==> src/rtl/lsep_pkg.sv <==
package lsep_pkg;

	// register indexes on the configuration port
	localparam logic [1:0] REG_HEADER_LEN = 2'd0;
	localparam logic [1:0] REG_MAGIC_LEN  = 2'd1;
	localparam logic [1:0] REG_MAGIC_WORD = 2'd2;

	// register reset values
	localparam logic [9:0]  HEADER_LEN_RST = 10'd54;
	localparam logic [3:0]  MAGIC_LEN_RST  = 4'd2;
	localparam logic [63:0] MAGIC_WORD_RST = 64'd10787;

	// result kinds
	localparam logic [1:0] KIND_EXT_CHAR  = 2'd0;
	localparam logic [1:0] KIND_PAYLOAD   = 2'd1;
	localparam logic [1:0] KIND_MISMATCH  = 2'd2;
	localparam logic [1:0] KIND_EMPTY_END = 2'd3;

	// hidden byte width and magic character limit
	localparam int unsigned BYTE_BITS = 8;
	localparam logic [3:0]  MAGIC_MAX = 4'd8;

	typedef struct packed {
		logic [9:0]  header_len;
		logic [3:0]  magic_len;
		logic [63:0] magic_word;
	} cfg_t;

	typedef struct packed {
		logic [7:0] out_byte;
		logic [1:0] kind;
		logic       last;
	} result_t;

endpackage

==> src/rtl/lsep_cfg_regs.sv <==
module lsep_cfg_regs (
	input  logic              clk,
	input  logic              arst_n,
	input  logic              cfg_we,
	input  logic [1:0]        cfg_index,
	input  logic [63:0]       cfg_wdata,
	output lsep_pkg::cfg_t    cfg
);
	import lsep_pkg::*;

	cfg_t cfg_q;

	// register file, writes to unknown indexes are dropped
	always_ff @(posedge clk or negedge arst_n) begin
		if (!arst_n) begin
			cfg_q.header_len <= HEADER_LEN_RST;
			cfg_q.magic_len  <= MAGIC_LEN_RST;
			cfg_q.magic_word <= MAGIC_WORD_RST;
		end else if (cfg_we) begin
			unique case (cfg_index)
				REG_HEADER_LEN: cfg_q.header_len <= cfg_wdata[9:0];
				REG_MAGIC_LEN:  cfg_q.magic_len  <= cfg_wdata[3:0];
				REG_MAGIC_WORD: cfg_q.magic_word <= cfg_wdata;
				default: ;
			endcase
		end
	end

	assign cfg = cfg_q;

endmodule

==> src/rtl/lsep_parser.sv <==
module lsep_parser #(
	parameter int unsigned SIZE_BITS = 32
) (
	input  logic                clk,
	input  logic                arst_n,
	input  lsep_pkg::cfg_t      cfg,
	input  logic                accept,
	input  logic [7:0]          carrier_byte,
	input  logic                frame_start,
	output logic                res_valid,
	output lsep_pkg::result_t   res
);
	import lsep_pkg::*;

	localparam int unsigned CNT_W = $clog2(SIZE_BITS);

	localparam logic [2:0] PH_HEADER  = 3'd0;
	localparam logic [2:0] PH_MAGIC   = 3'd1;
	localparam logic [2:0] PH_EXT_LEN = 3'd2;
	localparam logic [2:0] PH_EXT     = 3'd3;
	localparam logic [2:0] PH_PAY_LEN = 3'd4;
	localparam logic [2:0] PH_PAY     = 3'd5;
	localparam logic [2:0] PH_IDLE    = 3'd6;

	logic [2:0]           phase_q, phase_d;
	logic [9:0]           skip_q, skip_d;
	logic [CNT_W-1:0]     bit_cnt_q, bit_cnt_d;
	logic [SIZE_BITS-1:0] shift_q, shift_d;
	logic [2:0]           magic_idx_q, magic_idx_d;
	logic [SIZE_BITS-1:0] remain_q, remain_d;

	// values after an optional file restart
	logic [2:0]           ph;
	logic [9:0]           skip;
	logic [CNT_W-1:0]     bcnt;
	logic [SIZE_BITS-1:0] shf;
	logic [2:0]           midx;
	logic [SIZE_BITS-1:0] rem;

	logic                 gather;
	logic                 size_ph;
	logic [CNT_W-1:0]     need_m1;
	logic [SIZE_BITS-1:0] shift_new;
	logic [SIZE_BITS-1:0] unit;
	logic [7:0]           hbyte;
	logic [7:0]           expect_byte;
	logic [3:0]           magic_cnt;
	logic [SIZE_BITS-1:0] rem_m1;

	// magic length clamped to one through eight
	always_comb begin
		if (cfg.magic_len == 4'd0) begin
			magic_cnt = 4'd1;
		end else if (cfg.magic_len > MAGIC_MAX) begin
			magic_cnt = MAGIC_MAX;
		end else begin
			magic_cnt = cfg.magic_len;
		end
	end

	// one parse step per accepted carrier byte
	always_comb begin
		ph   = frame_start ? PH_HEADER : phase_q;
		skip = frame_start ? '0 : skip_q;
		bcnt = frame_start ? '0 : bit_cnt_q;
		shf  = frame_start ? '0 : shift_q;
		midx = frame_start ? '0 : magic_idx_q;
		rem  = frame_start ? '0 : remain_q;

		phase_d     = ph;
		skip_d      = skip;
		bit_cnt_d   = bcnt;
		shift_d     = shf;
		magic_idx_d = midx;
		remain_d    = rem;
		res_valid   = 1'b0;
		res         = '{out_byte: 8'd0, kind: KIND_EXT_CHAR, last: 1'b0};
		gather      = 1'b0;

		// header skip, the byte that ends it already carries a bit
		if (ph == PH_HEADER) begin
			if (skip < cfg.header_len) begin
				skip_d = skip + 10'd1;
			end else begin
				ph     = PH_MAGIC;
				bcnt   = '0;
				shf    = '0;
				gather = 1'b1;
			end
		end else if (ph != PH_IDLE && ph <= PH_PAY) begin
			gather = 1'b1;
		end

		size_ph     = (ph == PH_EXT_LEN) || (ph == PH_PAY_LEN);
		need_m1     = size_ph ? CNT_W'(SIZE_BITS - 1) : CNT_W'(BYTE_BITS - 1);
		shift_new   = {shf[SIZE_BITS-2:0], carrier_byte[0]};
		hbyte       = shift_new[7:0];
		unit        = size_ph ? shift_new : SIZE_BITS'(hbyte);
		expect_byte = cfg.magic_word[{midx, 3'b000} +: 8];
		rem_m1      = rem - SIZE_BITS'(1);

		if (gather) begin
			phase_d = ph;
			if (bcnt != need_m1) begin
				bit_cnt_d = bcnt + CNT_W'(1);
				shift_d   = shift_new;
			end else begin
				bit_cnt_d = '0;
				shift_d   = '0;
				unique case (ph)
					PH_MAGIC: begin
						if (hbyte != expect_byte) begin
							phase_d   = PH_IDLE;
							res_valid = 1'b1;
							res       = '{out_byte: 8'd0, kind: KIND_MISMATCH, last: 1'b1};
						end else if ({1'b0, midx} + 4'd1 >= magic_cnt) begin
							magic_idx_d = '0;
							phase_d     = PH_EXT_LEN;
						end else begin
							magic_idx_d = midx + 3'd1;
						end
					end
					PH_EXT_LEN: begin
						remain_d = unit;
						phase_d  = (unit == '0) ? PH_PAY_LEN : PH_EXT;
					end
					PH_EXT: begin
						remain_d  = rem_m1;
						if (rem_m1 == '0) phase_d = PH_PAY_LEN;
						res_valid = 1'b1;
						res       = '{out_byte: hbyte, kind: KIND_EXT_CHAR, last: 1'b0};
					end
					PH_PAY_LEN: begin
						remain_d = unit;
						if (unit == '0) begin
							phase_d   = PH_IDLE;
							res_valid = 1'b1;
							res       = '{out_byte: 8'd0, kind: KIND_EMPTY_END, last: 1'b1};
						end else begin
							phase_d = PH_PAY;
						end
					end
					default: begin
						// payload byte, the final one closes the file
						if (rem <= SIZE_BITS'(1)) begin
							remain_d  = '0;
							phase_d   = PH_IDLE;
							res_valid = 1'b1;
							res       = '{out_byte: hbyte, kind: KIND_PAYLOAD, last: 1'b1};
						end else begin
							remain_d  = rem_m1;
							res_valid = 1'b1;
							res       = '{out_byte: hbyte, kind: KIND_PAYLOAD, last: 1'b0};
						end
					end
				endcase
			end
		end
	end

	// parse state, updated only on an accepted request
	always_ff @(posedge clk or negedge arst_n) begin
		if (!arst_n) begin
			phase_q     <= PH_HEADER;
			skip_q      <= '0;
			bit_cnt_q   <= '0;
			shift_q     <= '0;
			magic_idx_q <= '0;
			remain_q    <= '0;
		end else if (accept) begin
			phase_q     <= phase_d;
			skip_q      <= skip_d;
			bit_cnt_q   <= bit_cnt_d;
			shift_q     <= shift_d;
			magic_idx_q <= magic_idx_d;
			remain_q    <= remain_d;
		end
	end

endmodule

==> src/rtl/lsep_out_stage.sv <==
module lsep_out_stage (
	input  logic                clk,
	input  logic                arst_n,
	input  logic                in_valid,
	input  lsep_pkg::result_t   in_res,
	output logic                load_ok,
	output logic                m_axis_tvalid,
	input  logic                m_axis_tready,
	output logic [7:0]          m_axis_tdata,
	output logic [1:0]          m_axis_tuser,
	output logic                m_axis_tlast
);
	import lsep_pkg::*;

	logic    valid_q;
	result_t res_q;

	// register can take a new request when empty or being drained
	assign load_ok = !valid_q || m_axis_tready;

	always_ff @(posedge clk or negedge arst_n) begin
		if (!arst_n) begin
			valid_q <= 1'b0;
		end else if (load_ok) begin
			valid_q <= in_valid;
		end
	end

	// result payload
	always_ff @(posedge clk) begin
		if (load_ok && in_valid) begin
			res_q <= in_res;
		end
	end

	assign m_axis_tvalid = valid_q;
	assign m_axis_tdata  = res_q.out_byte;
	assign m_axis_tuser  = res_q.kind;
	assign m_axis_tlast  = res_q.last;

endmodule

==> src/rtl/lsb_stego_payload_extractor_top.sv <==
// Extracts a hidden file from the least significant bits of a carrier image
// streamed in one raw byte per request, frame start flagged in tuser. After
// header_len bytes are skipped, each byte gives one hidden bit, MSB first; the
// magic characters are checked, then the extension and payload lengths
// (SIZE_BITS wide) and bytes are decoded. Extension characters come out with
// kind 0, payload bytes with kind 1 (tlast on the final one), a magic
// mismatch as kind 2 and an empty payload as kind 3, both with tlast and zero
// data; after any of those the block drops input until the next frame start.
// One carrier byte is taken every cycle: the parse state is computed from each
// byte and registered, and a result register sits between it and the output, so
// input stalls only while a held result is not taken.
module lsb_stego_payload_extractor_top #(
	parameter int unsigned SIZE_BITS = 32
) (
	input  logic        clk,
	input  logic        arst_n,
	// configuration write port
	input  logic        cfg_we,
	input  logic [1:0]  cfg_index,
	input  logic [63:0] cfg_wdata,
	// carrier byte stream
	input  logic        s_axis_tvalid,
	output logic        s_axis_tready,
	input  logic [7:0]  s_axis_tdata,   // [7:0] carrier_byte
	input  logic        s_axis_tuser,   // [0] frame_start
	// decoded stream
	output logic        m_axis_tvalid,
	input  logic        m_axis_tready,
	output logic [7:0]  m_axis_tdata,   // [7:0] out_byte
	output logic [1:0]  m_axis_tuser,   // [1:0] kind
	output logic        m_axis_tlast
);
	import lsep_pkg::*;

	cfg_t    cfg;
	result_t res;
	logic    res_valid;
	logic    load_ok;
	logic    accept;

	assign s_axis_tready = load_ok;
	assign accept        = s_axis_tvalid && load_ok;

	// configuration registers
	lsep_cfg_regs u_cfg (
		.clk       (clk),
		.arst_n    (arst_n),
		.cfg_we    (cfg_we),
		.cfg_index (cfg_index),
		.cfg_wdata (cfg_wdata),
		.cfg       (cfg)
	);

	// hidden stream parser
	lsep_parser #(
		.SIZE_BITS (SIZE_BITS)
	) u_parser (
		.clk          (clk),
		.arst_n       (arst_n),
		.cfg          (cfg),
		.accept       (accept),
		.carrier_byte (s_axis_tdata),
		.frame_start  (s_axis_tuser),
		.res_valid    (res_valid),
		.res          (res)
	);

	// result register
	lsep_out_stage u_out (
		.clk           (clk),
		.arst_n        (arst_n),
		.in_valid      (accept && res_valid),
		.in_res        (res),
		.load_ok       (load_ok),
		.m_axis_tvalid (m_axis_tvalid),
		.m_axis_tready (m_axis_tready),
		.m_axis_tdata  (m_axis_tdata),
		.m_axis_tuser  (m_axis_tuser),
		.m_axis_tlast  (m_axis_tlast)
	);

endmodule
==> config.mk <==
export PLATFORM = sky130hd
export DESIGN_NAME = lsb_stego_payload_extractor_top
export DESIGN_NICKNAME = d
export VERILOG_FILES = /design/src/rtl/lsep_pkg.sv /design/src/rtl/lsep_cfg_regs.sv /design/src/rtl/lsep_parser.sv /design/src/rtl/lsep_out_stage.sv /design/src/rtl/lsb_stego_payload_extractor_top.sv
export SDC_FILE = /design/constraint.sdc
export NUM_CORES = 1
export LEC_CHECK = 0
export CELL_PAD_IN_SITES_DETAIL_PLACEMENT = 2
export CELL_PAD_IN_SITES_GLOBAL_PLACEMENT = 2
export CORE_ASPECT_RATIO = 0.6
export CORE_MARGIN = 2
export CORE_UTILIZATION = 29
export DETAILED_ROUTE_END_ITERATION = 10
export DONT_BUFFER_PORTS = 1
export PLACE_DENSITY = 0.57
export SLEW_MARGIN = 20
export SYNTH_ARGS = -nofsm -noshare
export SYNTH_HDL_FRONTEND = slang
export SYNTH_SLANG_ARGS = --single-unit
==> constraint.sdc <==
create_clock -name clk -period 11.5 [get_ports clk]
set_input_delay 0.575 -clock clk [delete_from_list [all_inputs] [get_ports clk]]
set_output_delay 0.575 -clock clk [all_outputs]
set_load 0.02 [all_outputs]
==> results by group <==
Critical path
  • CP Cell Sequence: nor2b_1 > ha_1 > a21oi_1 > o21ai_0 > a211o_1 > a21oi_2 > and2_1 > ha_1 > nand2_1 > a2111oi_1 > nand2_1 > nor2_1 > a21o_1
  • Crit path capture type: flip-flop
  • Worst Path Arrival: 5.93 ns
  • Startpoint type of the worst setup path: flip-flop
  • Buf+Inv Stages, Crit Path: 0
  • Worst setup path class: flip-flop to flip-flop
  • Critical path's top delay family: compound AO/OA/AOI/OAI gates
  • Slowest CP cell: a2111oi_1
  • CP Max Fanout: 21
  • Worst endpoint required time: between 10 and 15 ns
  • Largest stage delay on the critical path: slightly below 0.9 ns

STA
  • Final Critical Period: 5.840 ns
  • Maximum clock frequency: 171.2 MHz
  • Clock skew: 0.01462 ns
  • Max Slew Vio Count: 0
  • Final hold vios: 0
  • Rel. slew slack: 32.26%
  • Tcrit/Tclk final: 50.78%
  • Endpoints failing setup: 0
  • Worst-Margin Slew: ~1.0 ns
  • Setup TNS: 0 ns
  • RSZ-0062 raised after global routing: no

Global route
  • GR Overflow Total: 0
  • Pin count of the biggest net entering global routing: 164
  • First-pass GRT wire length: 57.17 mm
  • Gr usage total: 21.31%
  • Vias in the first global route: between 8000 and 9000
  • Antenna violations before repair: 2

Run status
  • Outcome: finished, final reports clean

CTS
  • H-tree depth: 4
  • Clock buffers created by TritonCTS: 17
  • Post-CTS Resized: 0
  • Longest Clk Path Bufs: 2
  • CTS clk-pin slew, worst paths: roughly 0.08 ns
  • CTS tree: built
  • Clock latency at the later pin of the worst-skew pair: 0.46 ns
  • Postcts setup bufs: 0
  • CTS Sinks: 174
  • # hold bufs at CTS: 1
  • Root Buffer Master: clkbuf_16

Place
  • Final GP Congestion: approximately 0.79
  • Port bufs: 0
  • Dpl hpwl: 26.72 mm
  • Placed Cells: 1413

Yosys
  • Mapped Nets: between 1000 and 1500
  • Top-count cell post-synth: dfrtp_1
  • Main flop type after synthesis: dfrtp_1
  • Post-synth EDFFs: 11
  • Synth top area share: 38.14%
  • Post-synthesis cell type count: 88
  • Fraction of the yosys area taken by sequential cells: 44.35%
  • Mapped Area: 9972 sq um
  • Syn_area_per_cell: 9.913 sq um
  • Post-Syn Instances: 1006
  • Synth top cells by count: 152 x dfrtp_1, 99 x nand2_1, 73 x mux2_2
  • Async set or reset register ratio after synthesis: 93.68%
  • #FFs+latches synth: 174
  • Cell taking the most area after synthesis: dfrtp_1
  • Synth warn: 0
  • Top post-synthesis cells by area: dfrtp_1 38%, mux2_2 8.2%, nand2_1 3.7%, a22o_1 3.3%, edfxtp_1 3.3%

Floorplanning
  • DIE AREA: 35930 sq um
  • Die Y: 147.6 um
  • Site row count: 52
  • CORE AREA: 33770 sq um
  • Starting Density: 29.53%
  • Num ports: 93
  • Die width: 243.4 um

Routing
  • DR WL/cell: between 20 and 30 um
  • Drc violations: 0
  • Vias per cell: 5.640
  • Antenna viol nets, final: 0
  • First DRT Iteration DRCs: 662
  • DR vias: 8155
  • WL final: roughly 37 mm
  • Drt pass-1 iters: 6

Finish
  • Area growth from synthesis to layout: 10.30%
  • Nets: 1070
  • Fin util: 32.57%
  • Filler cells: between 3000 and 4000
  • Share of cells above drive strength 1: 16.33%
  • Finished Layout Cells: 1446

Power
  • Pleak: ~4.5 nW
  • Cell area power density: 145.4 nW/um^2
  • Maximum VDD drop: 0.1080 mV
  • Total power draw: 1.599 mW

Min path
  • Min-Delay Path Class: input port to asynchronous set/reset pin

Run
  • # Max-Cap Violations: 0
-- layer usage --
layer  share of wire (%)  global-route usage (%)  wire [um]
met5                   0                       0          0
met4                0.56                   4.018        210
met3                 3.8                   3.558       1414
met2                  38                   27.32      14280
met1                  57                   35.92      21300
-- path summary, 6_finish.rpt --
check / start / end / slack, ns / cells after the start
setup / recovery: u_parser.skip_q[9] / u_out.m_axis_tdata[1] / 5.66 / 13
hold / removal: arst_n / u_cfg.cfg[76] / 0.12 / 1
setup reg to reg: u_parser.skip_q[9] / u_out.m_axis_tdata[1] / 5.66 / 13
hold reg to reg: u_cfg.cfg[51] / u_cfg.cfg[51] / 0.50 / 1
max in group asynchronous: arst_n / u_cfg.cfg[51] / 10.62 / 1
min in group clk: cfg_wdata[5] / u_cfg.cfg[73] / 0.23 / 2
-- logic make-up (layout without fill, tap and decap cells) --
logic type / Yosys count / count (layout) / share of synthesized area, %
compound gates: 272 / 272 / 19.60
simple gates: 325 / 325 / 16.96
xor+xnor: 27 / 27 / 2.371
other cells: 0 / 1 / 0
fa+ha+maj: 16 / 16 / 2.008
mux: 93 / 93 / 10.51
flops: 174 / 174 / 44.35
buf+inv: 99 / 79 / 4.191
-- worst register-to-register path, cell delays in order, from the launching register on --
cell	delay, ns
dfrtp_1	0.38
nor2b_1	0.13
ha_1	0.31
a21oi_1	0.16
o21ai_0	0.30
a211o_1	0.48
a21oi_2	0.41
and2_1	0.22
ha_1	0.24
nand2_1	0.15
a2111oi_1	0.88
nand2_1	0.85
nor2_1	0.40
a21o_1	0.56
-- power breakdown --
| part | internal [mW] | total [mW] | switching (mW) | leakage (nW) |
|---|---|---|---|---|
| sequential | 0.681 | 0.728 | 0.0464 | 2.22 |
| clock | 0.323 | 0.609 | 0.286 | 0.287 |
| combinational | 0.110 | 0.262 | 0.152 | 2.03 |
-- sequential cells by signal, indices dropped and copies added (netlist names), 3 cells and up --
name	count
u_parser.skip_q	10
u_parser.remain_q	32
u_out.m_axis_tdata	8
u_parser.magic_idx_q	3
u_parser.shift_q	31
u_parser.phase_q	3
u_parser.bit_cnt_q	5
u_cfg.cfg	78
-- through the flow --
step	cell area, sq um	setup slack, ns	hold slack [ns]
after floorplan	9972	5.895	0.2794
after global placement	10380	5.607	0.2828
after detailed placement	10380	5.517	0.2827
after CTS	10990	5.644	0.1895
after global routing	11000	5.322	0.2043
final	11000	5.660	0.1240
-- cell usage in the layout, fill, tap and decap left out, types with 16 or more instances in the layout --
| cell type | n |
|---|---|
| buf_4 | 16 |
| nor3_1 | 29 |
| mux2_2 | 73 |
| mux2i_1 | 17 |
| a21oi_1 | 27 |
| inv_1 | 29 |
| clkbuf_16 | 18 |
| nor4_1 | 20 |
| nor2_1 | 56 |
| dfrtp_1 | 152 |
| o21ai_0 | 62 |
| nand2_1 | 99 |
| a22o_1 | 38 |
| a22oi_1 | 25 |
| ha_1 | 16 |
-- final cells by class --
type	count	area, sq um	share of cell area, %
inverters	31	116.4	1.058
repair buffers	17	147.6	1.342
clock inverters	11	117.6	1.069
clock buffers	20	467.9	4.254
well taps	459	574.3	5.221
multi-input cells	733	5150	46.82
diodes	1	2.502	0.02275
flip-flops and latches	174	4423	40.21
Power figures use the tool's default switching activity.
